<file path="src/hw/rtl/tks_pkg.sv">
// Shared types and constants for the top-k row selector.
package tks_pkg;

    localparam int KEY_PORT_W  = 64;
    localparam int TAG_PORT_W  = 32;
    localparam int RANK_W      = 4;
    localparam int LIMIT_W     = 5;
    localparam int CFG_IDX_W   = 1;
    localparam int CFG_DATA_W  = 5;

    localparam logic [LIMIT_W-1:0] LIMIT_RST = 5'd16;

    localparam logic [CFG_IDX_W-1:0] REG_SORT_DESC  = 1'd0;
    localparam logic [CFG_IDX_W-1:0] REG_KEEP_LIMIT = 1'd1;

    localparam logic CMD_OFFER = 1'b0;
    localparam logic CMD_FLUSH = 1'b1;

    typedef enum logic {
        ST_IDLE,
        ST_FLUSH
    } t_state;

    typedef enum logic [1:0] {
        OP_HOLD,
        OP_INSERT,
        OP_SHIFT
    } t_cell_op;

    // broadcast to every cell of the chain
    typedef struct packed {
        t_cell_op op;
        logic     descending;
        logic     none_beat;
    } t_cell_ctl;

endpackage

</file>
<file path="src/hw/rtl/top_k_row_selector.sv">
// Top-k row selector: sorted insertion chain with a flush sequencer.
// Offer: accepted when idle, no result; a new request may follow next cycle.
// Flush: the sequencer enters the flush state, then results are registered one per cycle
// while the receiver does not stall, as the output drains the chain head; input stalls
// until the last result, or the empty-flush result, is registered.
// Reset (synchronous, active low) clears count, sequencer and output valid and sets config to its reset values;
// stored rows are not cleared, the count of zero makes them unread.
module top_k_row_selector #(
    parameter int STORE_DEPTH = 16,
    parameter int KEY_BITS    = 64,
    parameter int TAG_BITS    = 32
) (
    input  logic                             i_clk,
    input  logic                             i_rst_n,
    input  logic                             i_cfg_wr_en,
    input  logic [tks_pkg::CFG_IDX_W-1:0]    i_cfg_index,
    input  logic [tks_pkg::CFG_DATA_W-1:0]   i_cfg_data,
    input  logic                             i_valid,
    output logic                             o_stall,
    input  logic                             i_cmd,
    input  logic [tks_pkg::KEY_PORT_W-1:0]   i_row_key,
    input  logic [tks_pkg::TAG_PORT_W-1:0]   i_row_tag,
    output logic                             o_valid,
    input  logic                             i_stall,
    output logic [tks_pkg::KEY_PORT_W-1:0]   o_out_key,
    output logic [tks_pkg::TAG_PORT_W-1:0]   o_out_tag,
    output logic [tks_pkg::RANK_W-1:0]       o_out_rank,
    output logic                             o_out_last,
    output logic                             o_none_kept
);

    localparam int CNT_W = $clog2(STORE_DEPTH + 1);
    localparam int CMP_W = (CNT_W > tks_pkg::LIMIT_W) ? CNT_W : tks_pkg::LIMIT_W;
    localparam logic [CMP_W-1:0] DEPTH_C = CMP_W'(STORE_DEPTH);

    tks_pkg::t_state r_state, n_state;
    logic [CNT_W-1:0]              r_cnt, n_cnt;
    logic [CNT_W-1:0]              r_rem, n_rem;
    logic [tks_pkg::RANK_W-1:0]    r_rank, n_rank;
    logic                          r_desc;
    logic [tks_pkg::LIMIT_W-1:0]   r_limit;
    logic                          r_out_valid, n_out_valid;
    logic [tks_pkg::KEY_PORT_W-1:0] r_out_key, n_out_key;
    logic [tks_pkg::TAG_PORT_W-1:0] r_out_tag, n_out_tag;
    logic [tks_pkg::RANK_W-1:0]    r_out_rank, n_out_rank;
    logic                          r_out_last, n_out_last;
    logic                          r_none, n_none;

    logic [CMP_W-1:0]  w_lim_ext;
    logic [CNT_W-1:0]  w_lim;
    logic              w_full;
    logic [CNT_W-1:0]  w_n_eff;
    logic              w_last_better;
    logic              w_do_ins;
    logic              w_in_acc;
    logic              w_offer;
    logic              w_flush;
    logic              w_load;
    logic [KEY_BITS-1:0] w_new_key;
    logic [TAG_BITS-1:0] w_new_tag;
    tks_pkg::t_cell_ctl  w_ctl;

    logic [KEY_BITS-1:0]    w_key [STORE_DEPTH];
    logic [TAG_BITS-1:0]    w_tag [STORE_DEPTH];
    logic [STORE_DEPTH:0]   w_before;
    logic [STORE_DEPTH-1:0] w_last_beats;

    // limit clamped to 1..STORE_DEPTH
    always_comb begin
        w_lim_ext = CMP_W'(r_limit);
        if (w_lim_ext == '0) begin
            w_lim_ext = CMP_W'(1);
        end else if (w_lim_ext > DEPTH_C) begin
            w_lim_ext = DEPTH_C;
        end
    end
    assign w_lim = CNT_W'(w_lim_ext);

    assign w_new_key = KEY_BITS'(i_row_key);
    assign w_new_tag = TAG_BITS'(i_row_tag);

    assign w_full        = (r_cnt >= w_lim);
    assign w_n_eff       = w_full ? CNT_W'(r_cnt - 1'b1) : r_cnt;
    assign w_last_better = |w_last_beats;
    assign w_do_ins      = !w_full || w_last_better;

    assign o_stall  = (r_state != tks_pkg::ST_IDLE);
    assign w_in_acc = i_valid && !o_stall;
    assign w_offer  = w_in_acc && (i_cmd == tks_pkg::CMD_OFFER);
    assign w_flush  = w_in_acc && (i_cmd == tks_pkg::CMD_FLUSH);
    assign w_load   = (r_state == tks_pkg::ST_FLUSH) && (!r_out_valid || !i_stall);

    always_comb begin
        w_ctl.descending = r_desc;
        w_ctl.none_beat  = !w_before[STORE_DEPTH];
        if (w_offer && w_do_ins) begin
            w_ctl.op = tks_pkg::OP_INSERT;
        end else if (w_load && (r_rem != '0)) begin
            w_ctl.op = tks_pkg::OP_SHIFT;
        end else begin
            w_ctl.op = tks_pkg::OP_HOLD;
        end
    end

    assign w_before[0] = 1'b0;

    for (genvar gi = 0; gi < STORE_DEPTH; gi++) begin : g_cell
        logic [KEY_BITS-1:0] w_prev_key, w_next_key;
        logic [TAG_BITS-1:0] w_prev_tag, w_next_tag;

        if (gi == 0) begin : g_head
            assign w_prev_key = w_new_key;
            assign w_prev_tag = w_new_tag;
        end else begin : g_mid
            assign w_prev_key = w_key[gi-1];
            assign w_prev_tag = w_tag[gi-1];
        end
        if (gi == STORE_DEPTH - 1) begin : g_tail
            assign w_next_key = '0;
            assign w_next_tag = '0;
        end else begin : g_body
            assign w_next_key = w_key[gi+1];
            assign w_next_tag = w_tag[gi+1];
        end

        tks_cell #(
            .INDEX    (gi),
            .KEY_BITS (KEY_BITS),
            .TAG_BITS (TAG_BITS),
            .CNT_W    (CNT_W)
        ) u_cell (
            .i_clk        (i_clk),
            .i_ctl        (w_ctl),
            .i_new_key    (w_new_key),
            .i_new_tag    (w_new_tag),
            .i_prev_key   (w_prev_key),
            .i_prev_tag   (w_prev_tag),
            .i_next_key   (w_next_key),
            .i_next_tag   (w_next_tag),
            .i_cnt        (r_cnt),
            .i_n_eff      (w_n_eff),
            .i_before     (w_before[gi]),
            .o_before     (w_before[gi+1]),
            .o_last_beats (w_last_beats[gi]),
            .o_key        (w_key[gi]),
            .o_tag        (w_tag[gi])
        );
    end

    always_comb begin
        n_state     = r_state;
        n_cnt       = r_cnt;
        n_rem       = r_rem;
        n_rank      = r_rank;
        n_out_valid = r_out_valid && i_stall;
        n_out_key   = r_out_key;
        n_out_tag   = r_out_tag;
        n_out_rank  = r_out_rank;
        n_out_last  = r_out_last;
        n_none      = r_none;
        unique case (r_state)
            tks_pkg::ST_IDLE: begin
                if (w_offer && w_do_ins) begin
                    n_cnt = CNT_W'(w_n_eff + 1'b1);
                end else if (w_flush) begin
                    n_rem   = w_full ? w_lim : r_cnt;
                    n_rank  = '0;
                    n_cnt   = '0;
                    n_state = tks_pkg::ST_FLUSH;
                end
            end
            tks_pkg::ST_FLUSH: begin
                if (w_load) begin
                    n_out_valid = 1'b1;
                    if (r_rem == '0) begin
                        // empty flush
                        n_out_key  = '0;
                        n_out_tag  = '0;
                        n_out_rank = '0;
                        n_out_last = 1'b1;
                        n_none     = 1'b1;
                        n_state    = tks_pkg::ST_IDLE;
                    end else begin
                        n_out_key  = tks_pkg::KEY_PORT_W'(w_key[0]);
                        n_out_tag  = tks_pkg::TAG_PORT_W'(w_tag[0]);
                        n_out_rank = r_rank;
                        n_out_last = (r_rem == CNT_W'(1));
                        n_none     = 1'b0;
                        n_rem      = CNT_W'(r_rem - 1'b1);
                        n_rank     = r_rank + 1'b1;
                        if (r_rem == CNT_W'(1)) begin
                            n_state = tks_pkg::ST_IDLE;
                        end
                    end
                end
            end
            default: begin
                n_state = tks_pkg::ST_IDLE;
            end
        endcase
    end

    always_ff @(posedge i_clk) begin
        if (!i_rst_n) begin
            r_state     <= tks_pkg::ST_IDLE;
            r_cnt       <= '0;
            r_rem       <= '0;
            r_rank      <= '0;
            r_out_valid <= 1'b0;
            r_desc      <= 1'b0;
            r_limit     <= tks_pkg::LIMIT_RST;
        end else begin
            r_state     <= n_state;
            r_cnt       <= n_cnt;
            r_rem       <= n_rem;
            r_rank      <= n_rank;
            r_out_valid <= n_out_valid;
            if (i_cfg_wr_en) begin
                unique case (i_cfg_index)
                    tks_pkg::REG_SORT_DESC:  r_desc  <= i_cfg_data[0];
                    tks_pkg::REG_KEEP_LIMIT: r_limit <= i_cfg_data[tks_pkg::LIMIT_W-1:0];
                    default: ;
                endcase
            end
        end
    end

    always_ff @(posedge i_clk) begin
        r_out_key  <= n_out_key;
        r_out_tag  <= n_out_tag;
        r_out_rank <= n_out_rank;
        r_out_last <= n_out_last;
        r_none     <= n_none;
    end

    assign o_valid     = r_out_valid;
    assign o_out_key   = r_out_key;
    assign o_out_tag   = r_out_tag;
    assign o_out_rank  = r_out_rank;
    assign o_out_last  = r_out_last;
    assign o_none_kept = r_none;

endmodule

</file>
<file path="src/hw/rtl/tks_cell.sv">
// One slot of the sorted insertion chain: holds a key and tag, compares, shifts.
module tks_cell #(
    parameter int INDEX    = 0,
    parameter int KEY_BITS = 64,
    parameter int TAG_BITS = 32,
    parameter int CNT_W    = 5
) (
    input  logic                 i_clk,
    input  tks_pkg::t_cell_ctl   i_ctl,
    input  logic [KEY_BITS-1:0]  i_new_key,
    input  logic [TAG_BITS-1:0]  i_new_tag,
    input  logic [KEY_BITS-1:0]  i_prev_key,
    input  logic [TAG_BITS-1:0]  i_prev_tag,
    input  logic [KEY_BITS-1:0]  i_next_key,
    input  logic [TAG_BITS-1:0]  i_next_tag,
    input  logic [CNT_W-1:0]     i_cnt,
    input  logic [CNT_W-1:0]     i_n_eff,
    input  logic                 i_before,
    output logic                 o_before,
    output logic                 o_last_beats,
    output logic [KEY_BITS-1:0]  o_key,
    output logic [TAG_BITS-1:0]  o_tag
);

    localparam logic [CNT_W-1:0] IDX     = CNT_W'(INDEX);
    localparam logic [CNT_W-1:0] IDX_P1  = CNT_W'(INDEX + 1);

    logic [KEY_BITS-1:0] r_key, n_key;
    logic [TAG_BITS-1:0] r_tag, n_tag;
    logic                w_beats;
    logic                w_hit;
    logic                w_at;
    logic                w_shift_in;

    // strictly better under the current direction
    assign w_beats = i_ctl.descending ? (i_new_key > r_key) : (i_new_key < r_key);
    assign w_hit   = w_beats && (IDX < i_n_eff);

    assign o_before     = i_before | w_hit;
    assign o_last_beats = w_beats && (i_cnt != '0) && (IDX_P1 == i_cnt);

    // first beaten slot takes the row; with no beaten slot it goes at the end
    assign w_at       = (w_hit && !i_before) || (i_ctl.none_beat && (IDX == i_n_eff));
    assign w_shift_in = i_before && (IDX <= i_n_eff);

    always_comb begin
        n_key = r_key;
        n_tag = r_tag;
        unique case (i_ctl.op)
            tks_pkg::OP_INSERT: begin
                if (w_at) begin
                    n_key = i_new_key;
                    n_tag = i_new_tag;
                end else if (w_shift_in) begin
                    n_key = i_prev_key;
                    n_tag = i_prev_tag;
                end
            end
            tks_pkg::OP_SHIFT: begin
                n_key = i_next_key;
                n_tag = i_next_tag;
            end
            default: begin
                n_key = r_key;
                n_tag = r_tag;
            end
        endcase
    end

    always_ff @(posedge i_clk) begin
        r_key <= n_key;
        r_tag <= n_tag;
    end

    assign o_key = r_key;
    assign o_tag = r_tag;

endmodule

</file>
<file path="config.mk">
export PLATFORM = sky130hd
export DESIGN_NAME = top_k_row_selector
export DESIGN_NICKNAME = d
export VERILOG_FILES = /design/src/hw/rtl/tks_pkg.sv /design/src/hw/rtl/top_k_row_selector.sv /design/src/hw/rtl/tks_cell.sv
export SDC_FILE = /design/constraint.sdc
export NUM_CORES = 2
export LEC_CHECK = 0
export BUFFER_PORTS_ARGS = -buffer_cell sky130_fd_sc_hd__buf_4
export CAP_MARGIN = 40
export CELL_PAD_IN_SITES_DETAIL_PLACEMENT = 1
export CELL_PAD_IN_SITES_GLOBAL_PLACEMENT = 1
export CORE_MARGIN = 2
export CORE_UTILIZATION = 55
export DETAILED_ROUTE_END_ITERATION = 10
export GPL_ROUTABILITY_DRIVEN = 0
export PLACE_DENSITY_LB_ADDON = 0.1
export SKIP_LAST_GASP = 1
export SLEW_MARGIN = 0
export SYNTH_ARGS = -nofsm -noshare
export SYNTH_HDL_FRONTEND = slang
export SYNTH_SLANG_ARGS = --single-unit
</file>
<file path="constraint.sdc">
create_clock -name i_clk -period 20.4 [get_ports i_clk]
set_input_delay 1.02 -clock i_clk [delete_from_list [all_inputs] [get_ports i_clk]]
set_output_delay 1.02 -clock i_clk [all_outputs]
set_load 0.005 [all_outputs]
</file>
== After elaboration in Yosys (flattened, before gate mapping) ==
Cells that the tools add are included.

* $add $sub $neg: 4
* $lt $le $gt $ge: 65
* Eq/ne operators: 54
* Mux-type cells: 137
* Bitwise gates (word level): 18
* Reductions and logical operators: 168

{| class="wikitable"
|+ Operators with widths
! kind !! number
|-
| one-hot mux 64 bit (2 select lines) || 16
|-
| 2-to-1 mux 64 bit || 31
|-
| > comparator 64 bit || 16
|-
| < comparator 64 bit || 16
|-
| one-hot mux 32 bit (2 select lines) || 16
|-
| 2-to-1 mux 32 bit || 31
|-
| logical AND 1 bit || 101
|-
| equality test 4 x 5 -> 1 bit (first input constant) || 16
|-
| 2-to-1 mux 5 bit || 10
|-
| inequality test 3 x 1 -> 1 bit (second input constant) || 15
|-
| equality test 3 x 5 -> 1 bit (first input constant) || 8
|-
| less-or-equal comparator 4 x 5 -> 1 bit (first input constant) || 8
|-
| < comparator 4 x 5 -> 1 bit (first input constant) || 8
|-
| AND reduction 2 bit || 20
|-
| 2-to-1 mux 1 bit || 24
|-
| equality test 2 x 5 -> 1 bit (first input constant) || 4
|-
| less-or-equal comparator 3 x 5 -> 1 bit (first input constant) || 4
|-
| logical NOT 1 bit || 20
|-
| < comparator 3 x 5 -> 1 bit (first input constant) || 4
|-
| logical OR 1 bit || 18
|-
| 2-to-1 mux 4 bit || 4
|-
| OR reduction 16 bit || 1
|-
| logical NOT 5 bit || 3
|-
| OR 1 bit || 15
|-
| other kinds (24) || 37
|}

* Register bits after elaboration: 1660
* Input port bits: 108
* Output and inout port bits: 104

== Logic depth before layout (Yosys ltp) ==
* Word-level depth: 27
* Depth in mapped cells: 22
* Gate-level depth less buffers: 17

== Hierarchy ==
A second synthesis with hierarchy kept.

* Cells, all modules: 13276
* Area total of the unflattened synthesis: 116550.5 um^2

{| class="wikitable"
|+ Modules (own cells, without submodules)
! module !! instances !! cells an instance !! area each (um^2) !! sequential area each (um^2)
|-
| tks_cell at g_cell[1].u_cell || 1 || 914 || 7921.3 || 2882.8
|-
| tks_cell at g_cell[6].u_cell || 1 || 801 || 6944.2 || 2882.8
|-
| tks_cell at g_cell[2].u_cell || 1 || 806 || 6931.6 || 2882.8
|-
| tks_cell at g_cell[11].u_cell || 1 || 802 || 6930.4 || 2882.8
|-
| tks_cell at g_cell[12].u_cell || 1 || 802 || 6922.9 || 2882.8
|-
| tks_cell at g_cell[8].u_cell || 1 || 802 || 6911.6 || 2882.8
|-
| tks_cell at g_cell[10].u_cell || 1 || 805 || 6902.9 || 2882.8
|-
| tks_cell at g_cell[4].u_cell || 1 || 801 || 6902.9 || 2882.8
|-
| tks_cell at g_cell[15].u_cell || 1 || 788 || 6890.4 || 2882.8
|-
| tks_cell at g_cell[13].u_cell || 1 || 798 || 6889.1 || 2882.8
|-
| tks_cell at g_cell[9].u_cell || 1 || 795 || 6886.6 || 2882.8
|-
| tks_cell at g_cell[5].u_cell || 1 || 797 || 6882.9 || 2882.8
|-
| tks_cell at g_cell[14].u_cell || 1 || 796 || 6879.1 || 2882.8
|-
| tks_cell at g_cell[7].u_cell || 1 || 792 || 6867.8 || 2882.8
|-
| +3 rows || n/a || n/a || n/a || n/a
|}

== Least setup slack after synthesis ==
OpenSTA, ideal clock, no wires.

* Path type: input to register
* Start: in i_row_key[0] in the netlist's numbering
* End: reg g_cell[2].u_cell.r_key[0] (enable)
* Arrival: 10.913 ns
* Data required time: 19.717 ns
* Path slack: 8.804 ns
* Stages on the path: 16
* Buffers on the path: 3
* Cell sequence: inv_1 -> ha_1 -> nor2b_1 -> o211ai_1 -> a21boi_0 -> or4_1 -> a221oi_1 -> a21oi_1 -> o22ai_1 -> o21ai_0 -> a21oi_1 -> clkbuf_1 -> buf_1 -> buf_2 -> nor2_1 -> o21ai_0

* Cells in the longest elaborated chain, start to end: 23
* Elaborated cells between the ends (all ways): 126
* Those cells by class: order compare: 32; eq/ne: 3; mux: 17; bitwise: 15; reduce/logical: 59

{| class="wikitable"
|+ RTL lines
! item !! line !! text
|-
| start: declaration || top_k_row_selector.sv:21 || <nowiki>input logic [tks_pkg::KEY_PORT_W-1:0] i_row_key,</nowiki>
|-
| < comparator 64 bit / > comparator 64 bit (equally long branches) || tks_cell.sv:36 || <nowiki>assign w_beats = i_ctl.descending ? (i_new_key > r_key) : (i_new_key < r_key);</nowiki>
|-
| 2-to-1 mux 1 bit || tks_cell.sv:36 ||
|-
| logical AND 1 bit || tks_cell.sv:37 || <nowiki>assign w_hit = w_beats && (IDX < i_n_eff);</nowiki>
|-
| OR 1 bit (15 in series) || tks_cell.sv:39 || <nowiki>assign o_before = i_before | w_hit;</nowiki>
|-
| logical NOT 1 bit || top_k_row_selector.sv:95 || <nowiki>w_ctl.none_beat = !w_before[STORE_DEPTH];</nowiki>
|-
| logical AND 1 bit || tks_cell.sv:43 || <nowiki>assign w_at = (w_hit && !i_before) || (i_ctl.none_beat && (IDX == i_n_eff));</nowiki>
|-
| logical OR 1 bit || tks_cell.sv:43 ||
|-
| inequality test 3 x 1 -> 1 bit (no line) || n/a ||
|-
| AND reduction 2 bit (no line) (*) || n/a ||
|-
| end signal: assignment || tks_cell.sv:71 || <nowiki>r_key <= n_key;</nowiki>
|-
| end: declaration || tks_cell.sv:28 || <nowiki>logic [KEY_BITS-1:0] r_key, n_key;</nowiki>
|}

Every way passes the cells marked *; elsewhere a longest branch is shown, timed or not.
A chain may end at the register's enable or synchronous reset.

== Worst setup path after layout ==
* Start: in i_row_key[55] in the netlist's numbering
* End: reg g_cell[9].u_cell.r_key[5] (enable)

* Cells in the longest elaborated chain, start to end: 23
* Elaborated cells between the ends (all ways): 126
* Those cells by class: order compare: 32; eq/ne: 3; mux: 17; bitwise: 15; reduce/logical: 59

{| class="wikitable"
|+ RTL lines
! item !! line
|-
| < comparator 64 bit / > comparator 64 bit (equally long branches) || tks_cell.sv:36
|-
| 2-to-1 mux 1 bit || tks_cell.sv:36
|-
| logical AND 1 bit || tks_cell.sv:37
|-
| OR 1 bit (15 in series) || tks_cell.sv:39
|-
| logical NOT 1 bit || top_k_row_selector.sv:95
|-
| logical AND 1 bit || tks_cell.sv:43
|-
| logical OR 1 bit || tks_cell.sv:43
|-
| inequality test 3 x 1 -> 1 bit (no line) || n/a
|-
| AND reduction 2 bit (no line) (*) || n/a
|-
| end signal: assignment || tks_cell.sv:71
|-
| end: declaration || tks_cell.sv:28
|}

Marked as above.

==> impl_metrics.toml <==
[global_route]
grt_pass1_vias = 99100
grt_max_degree = 256
grt-ovfl-total = 0
grt_pass1_wl_mm = 648
gr-usage-all-layers = 0.426
antenna_found_initial = 23

[outcome]
outcome = "complete, no violations"

[timing]
slew_violations = 0
tightestPinTransition_ns = 1.40
finalCritPeriodShare = 0.414
min_period_ns = 8.45
setup_violations = 0
fin_ws_ns = 11.95
timing.fmax_mhz = 118
max-slew-margin-rel = 0.0674
grt_setup_unrepaired = "false"
finalHoldViolCount = 0
clock_skew_ns = 0.0448
tns_ns = 0

[place]
dpl_cell_area_um2 = 113000
hpwl_mm = 298
port_buffers = 211
place_ws_ns = 11.65
place_inst = 13400

[clock_network]
h-tree-depth = 4
cts_root_buf = "clkbuf_16"
ctsHoldBuffers = 0
clk_pin_slew_ns = 0.06
numCtsBuffers = 189
insertion_delay_ns = 0.91
clk_path_buf_depth = 3
clkSinkCount = 1660
cts_tree = "yes"
post-cts-setup-buffer-count = 0
cts_resized = 0

[floorplanning]
die_w_um = 449
rows = 163
ios = 212
core-area_um2 = 197000
chipHeight_um = 449
die_area_um2 = 201000
start_util = 0.552

[yosys]
syn_area_um2 = 109000
synth_xor_area_frac = 0.000886
synth_mux_area_frac = 0.0665
dominantRegCellSynth = "edfxtp_1"
yosysSeqAreaShare = 0.457
synth-compound-area-share = 0.151
syn_avg_cell_area_um2 = 9.76
synth_top_family_by_area = "compound AO/OA/AOI/OAI gates"
synth_cells = 11100
synth-simple-area-share = 0.137
synth_edf_count = 1638
synth_nets = 12300
synthDistinctLibCells = 82
synth-seq-cells = 1660
ys_async_sr_fraction = 0
synth_warnings = 0
synth-adder-area-share = 0.120

[hold_path]
hold_class = "primary input to flop"

[finish]
fill_cells = 21500
stdcell_area_um2 = 119000
finalNonFillerCells = 13800
syn_to_final_growth_pct = 9.82
final_util = 0.607
layout-drive-gt1-share = 0.0699
layout.nets = 12100

[worst_setup_path]
worstPathMaxFanout = 38
critPathRequiredTime_ns = 20.96
cp-end-kind = "flop"
r2r_slack_ns = 11.99
worstPathArrival_ns = 9.01
worst-setup-path-type = "primary input to flop"
setup.worst_path.start_class = "primary input"

[routing]
postRouteWirelength_mm = 442
ant_nets = 0
first_pass_iters = 7
drc = 0
wl_per_cell_um = 32.0
via_per_inst = 6.99
dr_total_vias = 96500
drt_iter0_markers = 12600

[power]
leakage_nw = 47.2
p_per_area_nw_per_um2 = 90.5
peakVddDrop_v = 0.0000975

[flow_run]
drv_cap = 0
==> state kept, by name (all words and copies together), names as in the netlist <==
name                 cells
g_cell.u_cell.o_key   1024
r_rem                    5
r_limit                  5
o_valid                  1
r_desc                   1
r_rank                   4
o_out_tag               32
o_none_kept              1
g_cell.u_cell.o_tag    512
o_out_last               1
o_stall                  1
o_out_rank               4
o_out_key               64
r_cnt                    5
==> per-layer routing <==
layer  vias up  routed length, µm  track usage
li1      40900                  -            -
met1     48200             165000        0.540
met2      5851             195000        0.649
met3      1400              50300        0.113
met4        16              31400        0.267
met5         -                103            0
==> per-stage QoR <==
step / hold WS, ns / total power [mW]
2_1_floorplan: 0.437 / 6.11
3_3_place_gp: 0.450 / 6.96
3_5_place_dp: 0.469 / 7.19
4_1_cts: 0.320 / 10.7
5_1_grt: 0.375 / 11.1
6_report: 0.362 / 10.8
==> power by group <==
part / internal (mW) / switching, mW
Combinational: 0.873 / 2.02
Clock: 1.96 / 1.56
Sequential: 4.22 / 0.177
Total: 7.05 / 3.75
==> cell type report <==
| class | instances | area, µm² | share of cell area |
|---|---|---|---|
| Clock buffer | 233 | 4930 | 0.0413 |
| Clock inverter | 111 | 1190 | 0.00996 |
| Sequential cell | 1660 | 49600 | 0.416 |
| Tap cell | 2640 | 3300 | 0.0277 |
| Antenna cell | 11 | 27.5 | 0.000231 |
| Multi-Input combinational cell | 7620 | 52100 | 0.436 |
| Inverter | 1073 | 4030 | 0.0337 |
| Timing Repair Buffer | 445 | 4180 | 0.0350 |
==> logic make-up (layout without fill, tap and decap cells) <==
group                      count (synthesis)  after routing
and+or+nand+nor                         3276           3276
xor gates and xnor gates                  11             11
buffers and inverters                   1853           1862
muxes                                    722            722
other                                      0             11
DFF                                     1660           1660
adders and majority gates               1040           1040
AOI/OAI and AO/OA                       2571           2571
==> layout by cell type, fill, tap and decap left out, drive strengths merged, types with 174 or more instances in the layout <==
cell,count
edfxtp,1638
nand2,1373
inv,1079
ha,1040
o21ai,857
mux2i,718
nand3,683
a21oi,516
nor2,511
buf,437
o221ai,328
clkbuf,235
nand4,207
o211ai,183
nor4,174
==> path summary, 6_finish.rpt <==
check | end | startpoint | cells past startpoint
worst max-delay path | g_cell[9].u_cell.o_key[5]$_DFFE_PP_ | i_row_key[55] | 17
worst min-delay path | r_limit[4]$_SDFFE_PN1P_ | i_rst_n | 2
worst max register to register | g_cell[9].u_cell.o_key[5]$_DFFE_PP_ | g_cell[3].u_cell.o_key[55]$_DFFE_PP_ | 17
worst min register to register | r_limit[0]$_SDFFE_PN0P_ | r_limit[0]$_SDFFE_PN0P_ | 2
==> Yosys cell counts, drive strengths merged, types with 119 or more instances <==
master | count | area (µm²)
a21oi | 516 | 2580
a31oi | 119 | 744
buf | 200 | 1200
clkbuf | 580 | 2180
edfxtp | 1638 | 49200
ha | 1040 | 13000
inv | 1072 | 4020
mux2i | 718 | 7190
nand2 | 1373 | 5150
nand3 | 683 | 3420
nand4 | 207 | 1290
nor2 | 511 | 1920
nor3 | 145 | 731
nor4 | 174 | 1110
o211ai | 183 | 1370
o21ai | 857 | 4290
o221ai | 328 | 2870
==> worst max-delay path, cell delays in order <==
cell	delay, ns
buf_4	0.24
ha_1	0.38
nand4_1	0.36
nor4_2	0.81
nand4_1	0.54
nor4_1	0.98
a211oi_1	0.13
o21ai_1	0.37
o2111ai_1	0.40
nor4_2	0.41
buf_4	0.43
and2_4	0.61
a21oi_1	0.14
o21ai_4	0.66
buf_4	0.61
buf_4	0.47
buf_16	0.34
Power figures use the tool's default switching activity.
